<file path="config.mk">
export PLATFORM = sky130hd
export DESIGN_NAME = software_timer_table_top
export DESIGN_NICKNAME = d
export VERILOG_FILES = /design/src/hw/rtl/stt_pkg.sv /design/src/hw/rtl/stt_cell.sv /design/src/hw/rtl/stt_head.sv /design/src/hw/rtl/software_timer_table_top.sv
export SDC_FILE = /design/constraint.sdc
export NUM_CORES = 2
export LEC_CHECK = 0
export BUFFER_PORTS_ARGS = -buffer_cell sky130_fd_sc_hd__buf_2
export CELL_PAD_IN_SITES_DETAIL_PLACEMENT = 1
export CELL_PAD_IN_SITES_GLOBAL_PLACEMENT = 1
export CORE_MARGIN = 2
export CORE_UTILIZATION = 40
export CTS_CLUSTER_DIAMETER = 40
export CTS_CLUSTER_SIZE = 28
export DETAILED_ROUTE_END_ITERATION = 10
export GPL_ROUTABILITY_DRIVEN = 0
export PLACE_DENSITY = 0.71
export SYNTH_ARGS = -nofsm -noshare
export SYNTH_HDL_FRONTEND = slang
export SYNTH_SLANG_ARGS = --single-unit
</file>
<file path="constraint.sdc">
create_clock -name i_clk -period 4.05 [get_ports i_clk]
set_input_delay 0.405 -clock i_clk [delete_from_list [all_inputs] [get_ports i_clk]]
set_output_delay 0.405 -clock i_clk [all_outputs]
set_load 0.03 [all_outputs]
</file>
<file path="src/hw/rtl/stt_pkg.sv">
package stt_pkg;

    localparam int NUM_SLOTS = 16;
    localparam int IDX_W     = $clog2(NUM_SLOTS);
    localparam int CNT_W     = $clog2(NUM_SLOTS + 1);

    localparam logic [2:0] OP_TICK = 3'd0;
    localparam logic [2:0] OP_ADD  = 3'd1;
    localparam logic [2:0] OP_DEL  = 3'd2;
    localparam logic [2:0] OP_STOP = 3'd3;
    localparam logic [2:0] OP_STRT = 3'd4;
    localparam logic [2:0] OP_NEWI = 3'd5;

    localparam logic [1:0] K_ADD  = 2'd0;
    localparam logic [1:0] K_EXP  = 2'd1;
    localparam logic [1:0] K_DONE = 2'd2;

    typedef struct packed {
        logic        used;
        logic        en;
        logic [15:0] cb;
        logic [7:0]  pri;
        logic [31:0] rel;
        logic [31:0] cnt;
    } t_slot;

    typedef struct packed {
        logic [2:0]  op;
        logic        match;
        logic        take;
        logic        run;
        logic [15:0] cb;
        logic [7:0]  pri;
        logic [31:0] ival;
    } t_hctl;

endpackage

</file>
<file path="src/hw/rtl/stt_cell.sv">
module stt_cell import stt_pkg::*; (
    input  logic  i_clk,
    input  logic  i_rst_n,
    input  logic  i_shift,
    input  t_slot i_d,
    output t_slot o_q
);

    t_slot r_slot;

    // Take the neighbor's word on every shift; clear the slot on reset.
    always_ff @(posedge i_clk) begin
        if (!i_rst_n) begin
            r_slot <= '0;
        end else if (i_shift) begin
            r_slot <= i_d;
        end
    end

    assign o_q = r_slot;

endmodule

</file>
<file path="src/hw/rtl/stt_head.sv">
module stt_head import stt_pkg::*; (
    input  t_slot i_slot,
    input  t_hctl i_ctl,
    output t_slot o_slot,
    output logic  o_fire
);

    always_comb begin
        o_slot = i_slot;
        o_fire = 1'b0;
        case (i_ctl.op)
            OP_TICK: begin
                if (i_ctl.run && i_slot.used && i_slot.en) begin
                    if (i_slot.cnt > 32'd1) begin
                        o_slot.cnt = i_slot.cnt - 32'd1;
                    end else begin
                        o_slot.cnt = i_slot.rel;
                        o_fire     = 1'b1;
                    end
                end
            end
            OP_ADD: begin
                if (i_ctl.take) begin
                    o_slot.used = 1'b1;
                    o_slot.en   = 1'b1;
                    o_slot.cb   = i_ctl.cb;
                    o_slot.pri  = i_ctl.pri;
                    o_slot.rel  = i_ctl.ival;
                    o_slot.cnt  = i_ctl.ival;
                end
            end
            OP_DEL: begin
                if (i_ctl.match) begin
                    o_slot = '0;
                end
            end
            OP_STOP: begin
                if (i_ctl.match) begin
                    o_slot.en = 1'b0;
                end
            end
            OP_STRT: begin
                if (i_ctl.match && i_slot.used && !i_slot.en) begin
                    o_slot.en  = 1'b1;
                    o_slot.cnt = i_slot.rel;
                end
            end
            OP_NEWI: begin
                if (i_ctl.match) begin
                    o_slot.rel = i_ctl.ival;
                    o_slot.cnt = i_ctl.ival;
                    if (i_slot.used) begin
                        o_slot.en = 1'b1;
                    end
                end
            end
            default: begin
                o_slot = i_slot;
            end
        endcase
    end

endmodule

</file>
<file path="src/hw/rtl/software_timer_table_top.sv">
// Channel   Handshake            Words
// command   start / busy         i_op i_handle i_callback_id i_priority_req i_interval_ms
// result    o_strobe (no stall)  o_kind o_slot o_fired_callback o_fired_priority
//                                o_to_queue o_add_ok o_live_count o_running
//                                o_table_full o_last
//
// Every command is accepted, then the ring of slot cells rotates once past the
// head unit, slot by slot, and then the command closes.
// Each expiry word comes out in the cycle after its slot passes the head; the final
// word is registered from the closing state and comes out with busy already low.
// Reset is synchronous, active low; it clears the slot marks, count and running flag.
// The receiver cannot stall: each result word is on the ports for one cycle only.
module software_timer_table_top import stt_pkg::*; (
    input  logic        i_clk,
    input  logic        i_rst_n,
    input  logic        start,
    output logic        busy,
    input  logic [2:0]  i_op,
    input  logic [3:0]  i_handle,
    input  logic [15:0] i_callback_id,
    input  logic [7:0]  i_priority_req,
    input  logic [31:0] i_interval_ms,
    output logic        o_strobe,
    output logic [1:0]  o_kind,
    output logic [3:0]  o_slot,
    output logic [15:0] o_fired_callback,
    output logic [7:0]  o_fired_priority,
    output logic        o_to_queue,
    output logic        o_add_ok,
    output logic [4:0]  o_live_count,
    output logic        o_running,
    output logic        o_table_full,
    output logic        o_last
);

    typedef enum logic [2:0] {
        S_IDLE = 3'b001,
        S_WALK = 3'b010,
        S_FIN  = 3'b100
    } t_state;

    t_state             r_state, n_state;
    logic [IDX_W-1:0]   r_idx, n_idx;
    logic [IDX_W-1:0]   r_aslot, n_aslot;
    logic               r_found, n_found;
    logic [CNT_W-1:0]   r_count, n_count;
    logic               r_run, n_run;

    // Command word held for the whole rotation.
    logic [2:0]         r_op;
    logic [3:0]         r_handle;
    logic [15:0]        r_cb;
    logic [7:0]         r_pri;
    logic [31:0]        r_ival;

    // Result word registers.
    logic               r_stb, n_stb;
    logic [1:0]         r_kind, n_kind;
    logic [3:0]         r_slot, n_slot;
    logic [15:0]        r_fcb, n_fcb;
    logic [7:0]         r_fpri, n_fpri;
    logic               r_q, n_q;
    logic               r_ok, n_ok;
    logic [4:0]         r_live, n_live;
    logic               r_orun, n_orun;
    logic               r_full, n_full;
    logic               r_last, n_last;

    t_slot              cell_q [NUM_SLOTS];
    t_slot              head_out;
    t_hctl              hctl;
    logic               fire;
    logic               shift;
    logic               hok;

    assign shift = (r_state == S_WALK);
    assign hok   = ({1'b0, r_handle} < 5'(NUM_SLOTS));

    // Ring of slot cells: each shifts toward cell 0; cell 0 feeds the head,
    // whose updated word goes back in at the far end.
    for (genvar k = 0; k < NUM_SLOTS; k++) begin : g_ring
        t_slot d;
        if (k == NUM_SLOTS - 1) begin : g_tail
            assign d = head_out;
        end else begin : g_mid
            assign d = cell_q[k+1];
        end
        stt_cell u_cell (
            .i_clk   (i_clk),
            .i_rst_n (i_rst_n),
            .i_shift (shift),
            .i_d     (d),
            .o_q     (cell_q[k])
        );
    end

    always_comb begin
        hctl.op    = r_op;
        hctl.match = hok && (r_handle[IDX_W-1:0] == r_idx);
        hctl.take  = !r_found && !cell_q[0].used;
        hctl.run   = r_run;
        hctl.cb    = r_cb;
        hctl.pri   = r_pri;
        hctl.ival  = r_ival;
    end

    stt_head u_head (
        .i_slot (cell_q[0]),
        .i_ctl  (hctl),
        .o_slot (head_out),
        .o_fire (fire)
    );

    always_comb begin
        n_state = r_state;
        n_idx   = r_idx;
        n_aslot = r_aslot;
        n_found = r_found;
        n_count = r_count;
        n_run   = r_run;
        n_stb   = 1'b0;
        n_kind  = K_DONE;
        n_slot  = '0;
        n_fcb   = '0;
        n_fpri  = '0;
        n_q     = 1'b0;
        n_ok    = 1'b0;
        n_last  = 1'b0;
        case (r_state)
            S_IDLE: begin
                if (start) begin
                    n_state = S_WALK;
                    n_idx   = '0;
                    n_found = 1'b0;
                    n_aslot = '0;
                end
            end
            S_WALK: begin
                // Emit expiries in slot order as they pass the head.
                if (fire) begin
                    n_stb  = 1'b1;
                    n_kind = K_EXP;
                    n_slot = 4'(r_idx);
                    n_fcb  = cell_q[0].cb;
                    n_fpri = cell_q[0].pri;
                    n_q    = (cell_q[0].pri != 8'd0);
                end
                if (r_op == OP_ADD && hctl.take) begin
                    n_found = 1'b1;
                    n_aslot = r_idx;
                    n_count = r_count + CNT_W'(1);
                    n_run   = 1'b1;
                end
                if (r_op == OP_DEL && hctl.match && cell_q[0].used && r_count != '0) begin
                    n_count = r_count - CNT_W'(1);
                end
                if (r_idx == IDX_W'(NUM_SLOTS - 1)) begin
                    n_state = S_FIN;
                end else begin
                    n_idx = r_idx + IDX_W'(1);
                end
            end
            S_FIN: begin
                if (r_op == OP_DEL && hok && r_count == '0) begin
                    n_run = 1'b0;
                end
                n_stb  = 1'b1;
                n_last = 1'b1;
                if (r_op == OP_ADD) begin
                    n_kind = K_ADD;
                    n_ok   = r_found;
                    n_slot = r_found ? 4'(r_aslot) : 4'd0;
                end
                n_state = S_IDLE;
            end
            default: begin
                n_state = S_IDLE;
            end
        endcase
        n_live = 5'(n_count);
        n_orun = n_run;
        n_full = (n_count == CNT_W'(NUM_SLOTS));
    end

    always_ff @(posedge i_clk) begin
        if (!i_rst_n) begin
            r_state <= S_IDLE;
            r_count <= '0;
            r_run   <= 1'b0;
            r_stb   <= 1'b0;
            r_found <= 1'b0;
            r_idx   <= '0;
        end else begin
            r_state <= n_state;
            r_count <= n_count;
            r_run   <= n_run;
            r_stb   <= n_stb;
            r_found <= n_found;
            r_idx   <= n_idx;
        end
    end

    // Latch the command word on accept; register the result payload.
    always_ff @(posedge i_clk) begin
        if (r_state == S_IDLE && start) begin
            r_op     <= i_op;
            r_handle <= i_handle;
            r_cb     <= i_callback_id;
            r_pri    <= i_priority_req;
            r_ival   <= i_interval_ms;
        end
        r_aslot <= n_aslot;
        r_kind  <= n_kind;
        r_slot  <= n_slot;
        r_fcb   <= n_fcb;
        r_fpri  <= n_fpri;
        r_q     <= n_q;
        r_ok    <= n_ok;
        r_live  <= n_live;
        r_orun  <= n_orun;
        r_full  <= n_full;
        r_last  <= n_last;
    end

    assign busy             = (r_state != S_IDLE);
    assign o_strobe         = r_stb;
    assign o_kind           = r_kind;
    assign o_slot           = r_slot;
    assign o_fired_callback = r_fcb;
    assign o_fired_priority = r_fpri;
    assign o_to_queue       = r_q;
    assign o_add_ok         = r_ok;
    assign o_live_count     = r_live;
    assign o_running        = r_orun;
    assign o_table_full     = r_full;
    assign o_last           = r_last;

endmodule

</file>
==> flow_summary.ini <==
[sta]
finalCritPeriodShare_pct = 83.00
worst_slew_margin_rel_pct = 9.765
period_needed_ns = 3.362
worst_slew_pin_slew_ns = 1.351
finalClockSkew_ns = 0.05030
tns_ns = 0
whs_ns = 0.2080
timing.fmax_mhz = 297.5
setup_viol = 0
maxSlewViolCount = 0
rsz0062_at_grt = false
hold_viol_final = 0

[final_layout]
multi_input_area_sq_um = 25530
nets = 6993
layout-drive-gt1-share_pct = 8.639
nFillCells = 16980
area_delta_synth_final_pct = 17.11
regArea_sq_um = 31940

[floorplanning]
initial_core_util_pct = 40.31
die_w_um = 390.0
die-area_sq_um = 152100
rows = 141
num_io_pins = 108
die_h_um = 390.0
core_sq_um = 147800

[min_path]
hp-class = input pin to flip-flop

[detailed_routing]
drt-total-wl_mm = 156.9
vias = 47289
wl_per_cell_um = 17.33
ant_nets = 0
drtIter0Drc = 3464
dr.pass1.iters = 6
drc = 0
vias_per_cell = 5.224

[clock_tree]
cts.sink_count = 1562
numCtsBuffers = 222
clk_pin_slew_ns = 0.06
cts-resized-gates = 0
clk_latency_ns = 0.84
cts_max_path_buffers = 3
htreeDepth = 4
cts_tree = built
clockRootBuffer = clkbuf_16

[global_routing]
grt_usage_pct = 20.13
grt.overflow.total = 0
grt_pass1_vias = 47608
grt_antenna_before_repair = 10
grt_max_degree = 251
grt_pass1_wl_mm = 252.0

[logic_synthesis]
syn-num-nets = 7090
async_flop_share_pct = 0
ys_seq_area_share_pct = 53.60
synth_edf_count = 67
yosys-top-cells-area = dfxtp_1 (50%), nand2_1 (18%), a21boi_0 (17%)
yosysWarnings = 0
syn_area_sq_um = 59590
netlist_instances = 7019
yosys.area.top_type = dfxtp_1
synth_top_flop_cell = dfxtp_1
syn_avg_cell_area_sq_um = 8.490
synth_seq_cells = 1562
yosysTopAreaCellShare_pct = 50.22
yosysMostFrequentCell = nand2_1
synth_common_cells = nand2_1 (2,788), dfxtp_1 (1,495), a21boi_0 (1,353)
synth.distinct_cells = 76

[run]
max_cap_viol_count = 0

[critical_path]
critical-path-top-delay-family = simple AND/OR/NAND/NOR gates
path_buf_inv = 0
end_kind = flip-flop
path_max_fanout = 31
cp_slowest_cell = edfxtp_1
cpPeakStageDelay_ns = 1.10
critPathArrivalTime_ns = 4.10
timing.critical_path.cells = nand2b_1, nor3_1, a2bb2oi_1, or3_1, a222oi_1, o221ai_1
start_kind = flip-flop
cp.required_ns = 4.79
criticalPathCategory = flip-flop to flip-flop

[placed_design]
portBuffers = 107
hpwl_mm = 91.46

[power_and_ir_drop]
ir_drop_v = 0.0004020
pwr_density_cell_nw_per_um2 = 530.9
p_leak_uw = 0.02288

[run_status]
status = complete, no violations
cells by family after synthesis:
| family | after synthesis | synth area share, % |
|---|---|---|
| compound gates | 1726 | 21.39 |
| xor+xnor | 19 | 0.2792 |
| flops | 1562 | 53.60 |
| buf+inv | 561 | 3.605 |
| simple gates | 3133 | 20.80 |
| fa+ha+maj | 5 | 0.1050 |
| mux | 13 | 0.2247 |
placed cells by master, fill, tap and decap left out, types with 25 or more instances in the layout:
master / Yosys / routed
nor3_1: 27 / 27
o21ai_0: 79 / 78
edfxtp_1: 67 / 67
a221oi_1: 55 / 55
bufinv_16: 0 / 25
a21boi_0: 1353 / 1353
dlygate4sd3_1: 0 / 64
and2_1: 40 / 41
clkbuf_16: 0 / 227
buf_4: 3 / 41
clkinv_2: 0 / 28
nor2_1: 116 / 114
nand2_1: 2788 / 2788
buf_2: 19 / 106
nor3b_1: 38 / 37
a21oi_1: 74 / 73
inv_6: 0 / 33
dfxtp_1: 1495 / 1495
state kept, by name, summed over array words and instances (netlist names), 2 cells and up:
register	count
g_ring.u_cell.o_q	1440
r_ival	32
o_fired_callback	16
r_cb	16
o_fired_priority	8
r_pri	8
o_live_count	5
r_count	5
o_slot	4
r_aslot	4
r_handle	4
r_idx	4
r_op	3
r_state	3
o_kind	2
routing by layer:
| metal | wire length (um) | vias to the layer above | GRT usage, % | part of all wire (%) |
|---|---|---|---|---|
| li1 | - | 22958 | - | - |
| met1 | 71450 | 23009 | 26.43 | 46 |
| met2 | 71120 | 1003 | 32.43 | 45 |
| met3 | 9592 | 311 | 4.583 | 6.1 |
| met4 | 4692 | 8 | 7.048 | 3.0 |
| met5 | 48 | - | 0 | 0.031 |
what timing repair did:
action / in CTS / in global routing
hold buffers: 64 / 0
setup buffers: 0 / 0
hold endpoints to repair: 103 / 0
tightest hold or removal path, delay by kind of cell:
family | cells | cell delay (ns)
AO/OA/AOI/OAI | 1 | 0.23
buffers and inverters | 2 | 0.22
AND/OR/NAND/NOR | 1 | 0.14
stage by stage:
stage          util [%]  cells  setup WS [ns]  instance area (sq um)  total power (uW)
5_1_grt           47.20   9050         0.5418                  69780             38310
2_1_floorplan         -   7019         0.8047                  59600             16630
3_5_place_dp      41.35   8564         0.8572                  61130             16990
4_1_cts           47.20   9049         0.8071                  69780             37500
3_3_place_gp      41.35   8564         0.9835                  61130             16980
6_report          47.20   9052         0.6885                  69790             37050
area by class of cell:
type,instances,share of cell area (%)
tap,1930,3.460
timing repair buffer,230,2.657
clock inverter,162,2.903
multi-input combinational,4896,36.58
inverter,10,0.05379
sequential,1562,45.77
antenna,3,0.01076
clock buffer,259,8.570
final timing paths:
path / from / endpoint / slack, ns / cells past startpoint
worst min register to register: g_ring[5].u_cell.o_q[6]$_SDFFE_PN0P_ / g_ring[4].u_cell.o_q[6]$_SDFFE_PN0P_ / 0.42 / 2
worst min-delay path: start / r_idx[2]$_SDFFE_PN0P_ / 0.21 / 4
worst max-delay path: r_op[2]$_DFFE_PP_ / g_ring[15].u_cell.o_q[13]$_SDFFE_PN0P_ / 0.69 / 6
worst max register to register: r_op[2]$_DFFE_PP_ / g_ring[15].u_cell.o_q[13]$_SDFFE_PN0P_ / 0.69 / 6
report_power, final:
part           switching [uW]  internal, uW
sequential                109         15600
clock                    7880         12400
combinational             686           371
Note: power is estimated with default switching activity, not from simulation.
